$ cat src/sv/assert_macros.svh
// Assertion macros shared by the hash table modules.
`ifndef ASSERT_MACROS_SVH
`define ASSERT_MACROS_SVH

// Checked at every clock edge outside reset.
`define LPHT_ASSERT(label, prop, msg) \
  label: assert property (@(posedge clk) disable iff (rst) prop) else $error(msg);

// Checked at every clock edge, reset included.
`define LPHT_ASSERT_ALWAYS(label, prop, msg) \
  label: assert property (@(posedge clk) prop) else $error(msg);

`endif

$ cat src/sv/lpht_pkg.sv
// Types, codes and constants of the linear probing hash table.
package lpht_pkg;

  localparam int TABLE_SIZE_DEF = 16;

  localparam int REQ_W      = 2;
  localparam int KEY_W      = 63;
  localparam int SEL_W      = 4;
  localparam int STATUS_W   = 3;
  localparam int SLOT_IDX_W = 4;

  // The key is reduced modulo the table size one byte per cycle.
  localparam int MOD_DIGIT_W = 8;
  localparam int MOD_STEPS   = 8;

  localparam logic [REQ_W-1:0] REQ_INSERT = 2'd0;
  localparam logic [REQ_W-1:0] REQ_SEARCH = 2'd1;
  localparam logic [REQ_W-1:0] REQ_READ   = 2'd2;

  localparam logic [STATUS_W-1:0] ST_INSERTED  = 3'd0;
  localparam logic [STATUS_W-1:0] ST_FULL      = 3'd1;
  localparam logic [STATUS_W-1:0] ST_FOUND     = 3'd2;
  localparam logic [STATUS_W-1:0] ST_NOT_FOUND = 3'd3;
  localparam logic [STATUS_W-1:0] ST_READ      = 3'd4;

  typedef struct packed {
    logic in_ready;
    logic clear_we;
    logic mod_step;
    logic issue_home;
    logic issue_sel;
    logic probe_step;
    logic fin_probe;
    logic fin_read;
    logic emit;
  } cmd_t;

  typedef struct packed {
    logic             in_valid;
    logic [REQ_W-1:0] in_req;
    logic             clear_done;
    logic             mod_done;
    logic             probe_stop;
    logic             probe_last;
    logic             out_free;
  } sts_t;

endpackage

$ cat src/sv/lpht_if.sv
// Request and response channel interfaces of the hash table.
interface lpht_req_if;
  import lpht_pkg::*;

  logic             valid;
  logic             ready;
  logic [REQ_W-1:0] req_type;
  logic [KEY_W-1:0] key;
  logic [SEL_W-1:0] slot_sel;

  modport source (output valid, req_type, key, slot_sel, input ready);
  modport sink (input valid, req_type, key, slot_sel, output ready);
endinterface

interface lpht_rsp_if;
  import lpht_pkg::*;

  logic                  valid;
  logic                  ready;
  logic [STATUS_W-1:0]   status;
  logic [SLOT_IDX_W-1:0] slot_index;
  logic [KEY_W-1:0]      slot_value;
  logic                  slot_empty;

  modport source (output valid, status, slot_index, slot_value, slot_empty, input ready);
  modport sink (input valid, status, slot_index, slot_value, slot_empty, output ready);
endinterface

$ cat src/sv/lpht_datapath.sv
// Datapath: slot memory, modulo unit, probe pointer, result and output registers.
`include "assert_macros.svh"

module lpht_datapath #(
  parameter int TABLE_SIZE = lpht_pkg::TABLE_SIZE_DEF
) (
  input  logic           clk,
  input  logic           rst,
  input  lpht_pkg::cmd_t cmd,
  output lpht_pkg::sts_t sts,
  lpht_req_if.sink       req,
  lpht_rsp_if.source     rsp
);
  import lpht_pkg::*;

  localparam int IW       = (TABLE_SIZE > 1) ? $clog2(TABLE_SIZE) : 1;
  localparam int MCW      = $clog2(MOD_STEPS);
  localparam int MOD_SH_W = MOD_STEPS * MOD_DIGIT_W;
  localparam logic [IW:0]    SIZE_C = (IW + 1)'(TABLE_SIZE);
  localparam logic [IW-1:0]  LAST_C = IW'(TABLE_SIZE - 1);

  logic [KEY_W-1:0] mem [TABLE_SIZE];
  logic [KEY_W-1:0] rdata;
  logic [IW-1:0]    raddr;
  logic [IW-1:0]    waddr;
  logic [KEY_W-1:0] wdata;
  logic             we;

  logic                  load;
  logic [REQ_W-1:0]      req_kind;
  logic [KEY_W-1:0]      key_q;
  logic [SEL_W-1:0]      sel_q;
  logic [MOD_SH_W-1:0]   mod_sh;
  logic [IW-1:0]         mod_rem;
  logic [IW-1:0]         mod_rem_next;
  logic [IW:0]           rem_t;
  logic [MCW-1:0]        mod_cnt;
  logic [IW-1:0]         probe;
  logic [IW-1:0]         probe_inc;
  logic [IW-1:0]         probe_cnt;
  logic [IW-1:0]         clear_cnt;
  logic [31:0]           sel_wide;
  logic [31:0]           probe_wide;
  logic [IW-1:0]         sel_addr;
  logic                  sel_ok;
  logic [SLOT_IDX_W-1:0] probe_idx;
  logic                  is_empty;
  logic                  is_match;
  logic                  probe_stop;
  logic [KEY_W-1:0]      read_value;

  logic [STATUS_W-1:0]   res_status;
  logic [SLOT_IDX_W-1:0] res_idx;
  logic [KEY_W-1:0]      res_value;
  logic                  res_empty;
  logic                  out_valid;
  logic                  out_free;

  assign load      = req.valid && cmd.in_ready;
  assign req.ready = cmd.in_ready;

  // Remainder update for one byte of the key, most significant bit first.
  always_comb begin
    rem_t = {1'b0, mod_rem};
    for (int i = 0; i < MOD_DIGIT_W; i++) begin
      rem_t = {rem_t[IW-1:0], mod_sh[MOD_SH_W-1-i]};
      if (rem_t >= SIZE_C) begin
        rem_t = rem_t - SIZE_C;
      end
    end
    mod_rem_next = rem_t[IW-1:0];
  end

  assign sel_wide   = 32'(sel_q);
  assign sel_addr   = sel_wide[IW-1:0];
  assign sel_ok     = sel_wide < 32'(TABLE_SIZE);
  assign probe_inc  = (probe == LAST_C) ? '0 : probe + IW'(1);
  assign probe_wide = 32'(probe);
  assign probe_idx  = probe_wide[SLOT_IDX_W-1:0];
  assign is_empty   = (rdata == '0);
  assign is_match   = (rdata == key_q);
  assign probe_stop = (req_kind == REQ_INSERT) ? is_empty : (is_match || is_empty);
  assign read_value = sel_ok ? rdata : '0;

  always_comb begin
    if (cmd.issue_home) begin
      raddr = mod_rem;
    end else if (cmd.issue_sel) begin
      raddr = sel_addr;
    end else begin
      raddr = probe_inc;
    end
  end

  assign we    = cmd.clear_we || (cmd.fin_probe && (req_kind == REQ_INSERT) && is_empty);
  assign waddr = cmd.clear_we ? clear_cnt : probe;
  assign wdata = cmd.clear_we ? '0 : key_q;

  always_ff @(posedge clk) begin
    if (we) begin
      mem[waddr] <= wdata;
    end
    rdata <= mem[raddr];
  end

  always_ff @(posedge clk) begin
    if (rst) begin
      clear_cnt <= '0;
    end else if (cmd.clear_we) begin
      clear_cnt <= (clear_cnt == LAST_C) ? '0 : clear_cnt + IW'(1);
    end
  end

  always_ff @(posedge clk) begin
    if (load) begin
      req_kind <= req.req_type;
      key_q    <= req.key;
      sel_q    <= req.slot_sel;
      mod_sh   <= MOD_SH_W'(req.key);
      mod_rem  <= '0;
      mod_cnt  <= '0;
    end else if (cmd.mod_step) begin
      mod_sh  <= mod_sh << MOD_DIGIT_W;
      mod_rem <= mod_rem_next;
      mod_cnt <= mod_cnt + MCW'(1);
    end
  end

  always_ff @(posedge clk) begin
    if (rst) begin
      probe     <= '0;
      probe_cnt <= '0;
    end else if (cmd.issue_home) begin
      probe     <= mod_rem;
      probe_cnt <= '0;
    end else if (cmd.probe_step) begin
      probe     <= probe_inc;
      probe_cnt <= probe_cnt + IW'(1);
    end
  end

  always_ff @(posedge clk) begin
    if (cmd.fin_probe) begin
      res_value <= '0;
      res_empty <= 1'b0;
      if (req_kind == REQ_INSERT) begin
        res_status <= is_empty ? ST_INSERTED : ST_FULL;
        res_idx    <= is_empty ? probe_idx : '0;
      end else begin
        res_status <= is_match ? ST_FOUND : ST_NOT_FOUND;
        res_idx    <= is_match ? probe_idx : '0;
      end
    end else if (cmd.fin_read) begin
      res_status <= ST_READ;
      res_idx    <= sel_q;
      res_value  <= read_value;
      res_empty  <= (read_value == '0);
    end
  end

  assign out_free = !out_valid || rsp.ready;

  always_ff @(posedge clk) begin
    if (rst) begin
      out_valid <= 1'b0;
    end else if (cmd.emit) begin
      out_valid <= 1'b1;
    end else if (rsp.ready) begin
      out_valid <= 1'b0;
    end
  end

  always_ff @(posedge clk) begin
    if (cmd.emit) begin
      rsp.status     <= res_status;
      rsp.slot_index <= res_idx;
      rsp.slot_value <= res_value;
      rsp.slot_empty <= res_empty;
    end
  end

  assign rsp.valid = out_valid;

  assign sts.in_valid   = req.valid;
  assign sts.in_req     = req.req_type;
  assign sts.clear_done = (clear_cnt == LAST_C);
  assign sts.mod_done   = (mod_cnt == MCW'(MOD_STEPS - 1));
  assign sts.probe_stop = probe_stop;
  assign sts.probe_last = (probe_cnt == LAST_C);
  assign sts.out_free   = out_free;

  `LPHT_ASSERT(a_probe_in_range, 32'(probe_cnt) < 32'(TABLE_SIZE), "probe count out of range")
  `LPHT_ASSERT(a_out_rise_on_emit, $rose(out_valid) |-> $past(cmd.emit), "output valid without emit")

endmodule

$ cat src/sv/lpht_ctrl.sv
// Controller state machine that sequences clearing, modulo, probing and output.
`include "assert_macros.svh"

module lpht_ctrl (
  input  logic           clk,
  input  logic           rst,
  input  lpht_pkg::sts_t sts,
  output lpht_pkg::cmd_t cmd
);
  import lpht_pkg::*;

  localparam logic [2:0] S_CLEAR = 3'd0;
  localparam logic [2:0] S_IDLE  = 3'd1;
  localparam logic [2:0] S_MOD   = 3'd2;
  localparam logic [2:0] S_ISSUE = 3'd3;
  localparam logic [2:0] S_PROBE = 3'd4;
  localparam logic [2:0] S_RSEL  = 3'd5;
  localparam logic [2:0] S_READ  = 3'd6;
  localparam logic [2:0] S_EMIT  = 3'd7;

  logic [2:0] state;
  logic [2:0] state_next;

  always_ff @(posedge clk) begin
    if (rst) begin
      state <= S_CLEAR;
    end else begin
      state <= state_next;
    end
  end

  always_comb begin
    cmd        = '0;
    state_next = state;
    unique case (state)
      S_CLEAR: begin
        cmd.clear_we = 1'b1;
        if (sts.clear_done) begin
          state_next = S_IDLE;
        end
      end
      S_IDLE: begin
        cmd.in_ready = 1'b1;
        if (sts.in_valid) begin
          // An unused request code is taken and dropped without a result.
          unique case (sts.in_req) inside
            REQ_INSERT, REQ_SEARCH: state_next = S_MOD;
            REQ_READ:               state_next = S_RSEL;
            default:                state_next = S_IDLE;
          endcase
        end
      end
      S_MOD: begin
        cmd.mod_step = 1'b1;
        if (sts.mod_done) begin
          state_next = S_ISSUE;
        end
      end
      S_ISSUE: begin
        cmd.issue_home = 1'b1;
        state_next     = S_PROBE;
      end
      S_PROBE: begin
        if (sts.probe_stop || sts.probe_last) begin
          cmd.fin_probe = 1'b1;
          state_next    = S_EMIT;
        end else begin
          cmd.probe_step = 1'b1;
        end
      end
      S_RSEL: begin
        cmd.issue_sel = 1'b1;
        state_next    = S_READ;
      end
      S_READ: begin
        cmd.fin_read = 1'b1;
        state_next   = S_EMIT;
      end
      S_EMIT: begin
        if (sts.out_free) begin
          cmd.emit   = 1'b1;
          state_next = S_IDLE;
        end
      end
      default: begin
        state_next = S_CLEAR;
      end
    endcase
  end

  `LPHT_ASSERT(a_reset_clears, $past(rst) |-> (state == S_CLEAR), "no clearing pass after reset")
  `LPHT_ASSERT(a_emit_free, cmd.emit |-> sts.out_free, "result emitted over a waiting item")

endmodule

$ cat src/sv/linear_probing_hash_table_top.sv
// Insert and search reduce the key to a home slot, then make p probes (1..TABLE_SIZE) before the result.
// The modulo unit finds the home slot; the memory read port then reads one slot a cycle.
// Read requests read the selected slot directly; one item is in work at a time, overlapping a waiting result.
// Reset is synchronous; afterwards a clearing pass empties the table slot by slot.
// No item is accepted during the clearing pass.
module linear_probing_hash_table_top #(
  parameter int TABLE_SIZE = lpht_pkg::TABLE_SIZE_DEF
) (
  input logic        clk,
  input logic        rst,
  lpht_req_if.sink   req,
  lpht_rsp_if.source rsp
);
  import lpht_pkg::*;

  cmd_t cmd;
  sts_t sts;

  lpht_ctrl u_ctrl (
    .clk (clk),
    .rst (rst),
    .sts (sts),
    .cmd (cmd)
  );

  lpht_datapath #(
    .TABLE_SIZE (TABLE_SIZE)
  ) u_datapath (
    .clk (clk),
    .rst (rst),
    .cmd (cmd),
    .sts (sts),
    .req (req),
    .rsp (rsp)
  );

endmodule

$ cat src/flat_wrapper.sv
// flat-port wrapper written by rule: the top's interface ports become plain ports
module linear_probing_hash_table_top_flat import lpht_pkg::*;
#(
  parameter int TABLE_SIZE = lpht_pkg::TABLE_SIZE_DEF
)
  (clk, rst, req_valid, req_req_type, req_key, req_slot_sel, req_ready, rsp_valid, rsp_status, rsp_slot_index, rsp_slot_value, rsp_slot_empty, rsp_ready);
  lpht_req_if req_i ();
  lpht_rsp_if rsp_i ();
  input logic clk;
  input logic rst;
  input wire logic [$bits(req_i.valid)-1:0] req_valid;
  input wire logic [$bits(req_i.req_type)-1:0] req_req_type;
  input wire logic [$bits(req_i.key)-1:0] req_key;
  input wire logic [$bits(req_i.slot_sel)-1:0] req_slot_sel;
  output wire logic [$bits(req_i.ready)-1:0] req_ready;
  output wire logic [$bits(rsp_i.valid)-1:0] rsp_valid;
  output wire logic [$bits(rsp_i.status)-1:0] rsp_status;
  output wire logic [$bits(rsp_i.slot_index)-1:0] rsp_slot_index;
  output wire logic [$bits(rsp_i.slot_value)-1:0] rsp_slot_value;
  output wire logic [$bits(rsp_i.slot_empty)-1:0] rsp_slot_empty;
  input wire logic [$bits(rsp_i.ready)-1:0] rsp_ready;
  assign req_i.valid = req_valid;
  assign req_i.req_type = req_req_type;
  assign req_i.key = req_key;
  assign req_i.slot_sel = req_slot_sel;
  assign req_ready = req_i.ready;
  assign rsp_valid = rsp_i.valid;
  assign rsp_status = rsp_i.status;
  assign rsp_slot_index = rsp_i.slot_index;
  assign rsp_slot_value = rsp_i.slot_value;
  assign rsp_slot_empty = rsp_i.slot_empty;
  assign rsp_i.ready = rsp_ready;
  linear_probing_hash_table_top #(.TABLE_SIZE(TABLE_SIZE)) u_core (.clk(clk), .rst(rst), .req(req_i), .rsp(rsp_i));
endmodule
$ cat config.mk
export PLATFORM = sky130hd
export DESIGN_NAME = linear_probing_hash_table_top_flat
export DESIGN_NICKNAME = d
export VERILOG_FILES = /design/src/sv/lpht_pkg.sv /design/src/sv/lpht_if.sv /design/src/sv/lpht_datapath.sv /design/src/sv/lpht_ctrl.sv /design/src/sv/linear_probing_hash_table_top.sv /design/src/flat_wrapper.sv
export VERILOG_INCLUDE_DIRS = /design/src /design/src/sv
export SDC_FILE = /design/constraint.sdc
export NUM_CORES = 1
export LEC_CHECK = 0
export BUFFER_PORTS_ARGS = -buffer_cell sky130_fd_sc_hd__buf_2
export CAP_MARGIN = 0
export CORE_AREA = 5 5 241 360
export CTS_CLUSTER_SIZE = 25
export DETAILED_ROUTE_END_ITERATION = 8
export DIE_AREA = 0 0 246 365
export PLACE_DENSITY = 0.79
export SETUP_SLACK_MARGIN = 0.3
export SLEW_MARGIN = 20
export SYNTH_ARGS = -nofsm -noshare
export SYNTH_HDL_FRONTEND = slang
export SYNTH_SLANG_ARGS = --single-unit
$ cat constraint.sdc
create_clock -name clk -period 20.3 [get_ports clk]
set_input_delay 0 -clock clk [delete_from_list [all_inputs] [get_ports clk]]
set_output_delay 0 -clock clk [all_outputs]
set_load 0.01 [all_outputs]
=== Yosys cells after proc, flatten, opt, wreduce, memory -nomap -nowiden ===
Memory sizes are Yosys's and may differ from the RTL's. A register that Yosys moved wholly into a read port is not among the register bits.
Cells that the tools add are included.

* Add/sub/neg operators: 12
* Eq/ne operators: 19
* Reduce and logical (&&, ||, !) cells: 20
* $lt $le $gt $ge: 9
* Multiplexer cells: 52

{| class="wikitable"
|+ Operator list
! operator !! count
|-
| $mux W63 || 4
|-
| $logic_not A63 Y1 || 2
|-
| $mux W4 || 20
|-
| $eq A63 B63 Y1 || 1
|-
| $ge A5 B5 Y1 const B || 8
|-
| $sub A4 B1 Y4 const B || 8
|-
| $pmux W3 S8 || 1
|-
| $mux W3 || 7
|-
| $mux W1 || 17
|-
| $eq A3 B3 Y1 const B || 5
|-
| $add A4 B1 Y4 const B || 3
|-
| $eq A4 B4 Y1 const B || 3
|-
| $reduce_bool A2 Y1 || 4
|-
| $eq A3 B2 Y1 const B || 2
|-
| $ne A2 B2 Y1 const B || 3
|-
| $pmux W3 S2 || 1
|-
| $lt A4 B5 Y1 const B || 1
|-
| $reduce_and A5 Y1 || 1
|-
| $logic_not A2 Y1 || 2
|-
| $logic_or A1 B1 Y1 || 4
|-
| $mux W2 || 2
|-
| $ne A2 B1 Y1 const B || 2
|-
| $reduce_or A2 Y1 || 2
|-
| $add A3 B1 Y3 const B || 1
|-
| 6 further kinds || 8
|}

* Memories: 1
* Flip-flop bits (word level): 298
* Bits of input ports: 73
* RAM bits: 1,008
* Word-level logic and storage cells: 133

{| class="wikitable"
|+ Memory list
! memory !! depth !! bits a word !! rd ports !! clocked after memory_dff !! wr ports !! RTL line !! RTL
|-
| u_core.u_datapath.mem || 16 || 63 || 1 || 1 || 1 || lpht_datapath.sv:22 || <nowiki>logic [KEY_W-1:0] mem [TABLE_SIZE];</nowiki>
|}

=== Depth between registers and ports, before layout ===
* Depth in word-level cells: 16
* Mapped depth: 10
* Mapped depth without buffers: 7

=== Cells and area by module ===
From an unflattened synthesis, not the netlist that was laid out.

* Cell total of the unflattened synthesis: 3,796
* Area, all modules: 51,339.2 µm²

{| class="wikitable"
|+ By module, submodules not included
! module !! instances !! cells each !! area an instance (µm²) !! seq. area each (µm²)
|-
| lpht_datapath || 1 || 3,756 || 51,013.9 || 38,587.0
|-
| lpht_ctrl || 1 || 40 || 325.3 || 60.1
|}

=== Worst setup path before layout ===
No wires, ideal clock.

* Kind: reg-to-reg
* From: register u_core.u_ctrl.state[2]
* To: register u_core.u_datapath.rsp.slot_empty (enable)
* Buffers on the path: 4
* Stages on the path, launching flop included: 7
* Arrival: 6.026 ns
* Required time: 19.710 ns
* Slack: 13.684 ns
* Clock period less this slack: 6.616 ns
* Cell sequence: dfxtp_1 -> buf_2 -> inv_2 -> clkbuf_1 -> clkbuf_1 -> clkbuf_1 -> nor3_1

{| class="wikitable"
|+ RTL lines
! item !! RTL line !! RTL
|-
| start: declaration || lpht_ctrl.sv:21 || <nowiki>logic [2:0] state;</nowiki>
|-
| start signal: assignment || lpht_ctrl.sv:28 || <nowiki>state <= state_next;</nowiki>
|-
| end signal: assignment || lpht_datapath.sv:178 || <nowiki>rsp.slot_empty <= res_empty;</nowiki>
|-
| end: declaration || lpht_if.sv:25 || <nowiki>modport source (output valid, status, slot_index, slot_value, slot_empty, input ready);</nowiki>
|}

=== Final worst setup path ===
* From: register u_core.u_ctrl.state[2]
* To: register u_core.u_datapath.rdata[50] (read register of u_core.u_datapath.mem)

* Cells in the longest elaborated chain, start to end: 4
* Elaborated cells on any way between the ends: 6

{| class="wikitable"
|+ RTL lines
! item !! RTL line !! RTL
|-
| $eq A3 B3 Y1 || lpht_ctrl.sv:35 || <nowiki>unique case (state)</nowiki>
|-
| $mux W1 || lpht_ctrl.sv:35 ||
|-
| $mux W4 || lpht_datapath.sv:88 || <nowiki>end else if (cmd.issue_sel) begin</nowiki>
|-
| $mux W4 * || lpht_datapath.sv:86 || <nowiki>if (cmd.issue_home) begin</nowiki>
|-
| end: declaration || lpht_datapath.sv:23 || <nowiki>logic [KEY_W-1:0] rdata;</nowiki>
|}

Mark *: on every way between the ends. The rest lies on a longest branch, timed or not.
A chain may end at the register's enable or synchronous reset.

==> results.toml <==
[timing]
skew_ps = 27.4
setup-violations-final = 0
worst_slack_ps = 14850
fmax_mhz = 184
final-hold-violation-count = 0
finalHoldWorstSlack_ps = 23.4
slew_violations = 0
relSlewSlack = 0.143
worst_pin_slew_ps = 1290
fin_crit_ps = 5450
final.setup.tns_ps = 0
fin_crit_sh = 0.268
rsz0062_at_grt = "false"

[clock_network]
path_clk_slew_ps = 70
clk_latency_ps = 720
numCtsBuffers = 115
clock_sinks = 1337
clock_path_buffers = 3
tritoncts = "done"
post_cts_buffers = 0
h-tree-depth = 3
root_buffer = "clkbuf_16"

[power_and_ir_drop]
seq_power_share = 0.534
power_frac_comb = 0.129
power_frac_clock = 0.337
p_switching_mw = 1.89
internal_power_mw = 5.02
vdd_drop_max_mv = 0.120
sw_frac_of_total = 0.273
power_density_mw_per_mm2 = 115
p_leak_nw = 18.9

[place]
dpl_worst_slack_ps = 15030
hpwl_mm = 78.1
portBuffers = 145
place.gp.congestion = 0.900

[global_route]
grt_max_degree = 201
grt_usage = 0.341
antenna_found_initial = 5
met1_usage = 0.454
met2_usage = 0.532
grt_pass1_wl_mm = 227
overflow = 0
top_usage_layer = "met2"
grt_util_met3 = 0.0903
grt_pass1_vias = 34924

[worst_setup_path]
worstSetupPathType = "reg -> reg"
path_max_fanout = 200
rr_worst_depth = 9
startpoint_type = "flip-flop"
critPathRequiredTime_ps = 20880
worstPathArrival_ps = 6030
crit_path_end_kind = "flip-flop"

[yosys]
syn-num-nets = 3657
synth_edf_count = 1187
yosysTopAreaCellShare = 0.667
ys.flop_type = "edfxtp_1"
yosysMostFrequentCell = "edfxtp_1"
syn_inst = 3579
async_flop_share = 0
synth-seq-cells = 1337
yosysTopAreaCell = "edfxtp_1"
synth_cell_types = 64
ys_seq_area_frac = 0.723
netlist_top_cells_area = "edfxtp_1 (67%), o211ai_1 (7.1%), dfxtp_1 (5.6%), nand4_1 (3.8%), mux2_2 (3.5%)"
netlist_area_sq_mm = 0.0535
synth_top_cells_by_count = "edfxtp_1 (1187), o211ai_1 (505), nand4_1 (323), nand3_1 (257), clkbuf_1 (207)"
avgSynthCellArea_sq_um = 14.9
synth_warnings = 0

[drt]
dr.pass1.iters = 6
finalWirelength_mm = 156
via_count = 35596
drt-vias-per-instance = 7.24
avgRoutedWirePerCell_microns = 31.7
drt_iter0_drc = 6429
ant_nets = 0
drc = 0

[finish]
syn_to_final_growth_pct = 12.6
num-nets-final = 3769
drive_gt1_frac = 0.160

[floorplan]
die_x_microns = 246
die_area_sq_mm = 0.0898
ioPinCount = 146
num_rows = 130
core_sq_mm = 0.0833
dieHeight_microns = 365
initial_core_util = 0.642

[hold_path]
hp-class = "in -> reg"
hold-path-cell-count = 2

[run]
max-cap-violations = 0

[outcome]
status = "completed"
-- registers in the layout (all words and copies together), names as in the netlist, 4 cells and up --
register	cells
u_core.u_datapath.mod_rem	4
u_core.u_datapath.probe	4
u_core.u_datapath.rsp.slot_index	4
u_core.u_datapath.sel_addr	4
u_core.u_datapath.res_idx	4
u_core.u_datapath.mem	1008
u_core.u_datapath.rdata	63
u_core.u_datapath.rsp.slot_value	63
u_core.u_datapath.clear_cnt	4
u_core.u_datapath.mod_sh	32
u_core.u_datapath.key_q	63
u_core.u_datapath.probe_cnt	4
u_core.u_datapath.res_value	63
-- power by group through the flow --
stage	Clock, mW	Sequential, mW	Combinational [mW]
floorplan	0	3.61	0.492
global placement	0	3.71	0.820
detailed placement	0	3.72	0.836
CTS	2.33	3.67	0.858
global route	2.45	3.69	0.925
finish	2.33	3.69	0.890
-- layer usage --
layer | share of wire | vias up
met2 | 0.46 | 3047
met5 | 0.00018 | -
met4 | 0.056 | 4
met3 | 0.14 | 566
met1 | 0.34 | 17451
li1 | - | 14528
-- worst max-delay path, stage by stage, from the launching register on --
cell and delay [ps]:
dfxtp_1 920, nor4bb_1 210, a31oi_4 220, buf_12 740, nand3_4 860, buf_4 670
buf_12 390, mux2_1 580, o211ai_1 200, nand4_1 110
-- cells by family (layout without fill, tap and decap cells) --
logic type,after synthesis,after routing,share of synthesized area
buffers and inverters,335,547,0.0255
XOR/XNOR,66,66,0.0108
adder cells (fa/ha/maj),5,5,0.00117
multiplexers,287,287,0.0603
other,0,3,0
AO/OA/AOI/OAI,644,644,0.0867
flip-flops,1337,1337,0.723
AND/OR/NAND/NOR,905,905,0.0925
-- per-stage QoR --
stage / cells / instance area (sq um) / power [mW] / util
finish: 4916 / 60200 / 6.91 / 0.723
global route: 4913 / 60200 / 7.07 / 0.723
CTS: 4912 / 60100 / 6.86 / 0.722
detailed placement: 4585 / 55000 / 4.56 / 0.661
global placement: 4585 / 55000 / 4.53 / 0.661
floorplan: 3579 / 53500 / 4.11 / -
-- final cells by class --
cell class              count  area (sq um)
diodes                      3          7.51
clock buffers             149          3190
clock inverters            68           827
fillers                  5004         23100
inverters                  16          67.6
multi-input cells        1907         13700
flip-flops and latches   1337         38600
well taps                1122          1400
repair buffers            314          2360
-- layout by cell type, fill, tap and decap left out, drive strengths merged, types with 3 or more instances in the layout --
master / instances
dlygate4sd3: 110
nor4: 35
a31oi: 11
or2: 6
edfxtp: 1187
nand2b: 6
nand2: 150
o21ai: 14
diode: 3
a21oi: 85
and3: 3
ha: 5
xor2: 64
mux2: 280
inv: 19
o31ai: 3
clkinvlp: 5
nor2b: 66
clkbuf: 149
buf: 204
bufinv: 18
nand3: 258
nand4: 323
mux2i: 7
or4: 3
clkinv: 42
dfxtp: 150
nor2: 32
and2: 6
o211ai: 505
nor3: 10
a21o: 3
-- worst paths after layout --
path	endpoint	slack (ps)	start
max	u_core.u_datapath.rdata[50]	14850	u_core.u_ctrl.state[2]
min	u_core.u_datapath.sel_addr[0]	20	req_slot_sel[0]
max reg2reg	u_core.u_datapath.rdata[50]	14850	u_core.u_ctrl.state[2]
min reg2reg	u_core.u_datapath.rsp.status[0]	420	u_core.u_datapath.res_status[0]
-- what timing repair did --
| action | in CTS | in global routing |
|---|---|---|
| hold buffers | 110 | 0 |
| hold endpoints to repair | 117 | 0 |
| gates resized for setup | 0 | 0 |
Note: power is estimated with default switching activity, not from simulation.
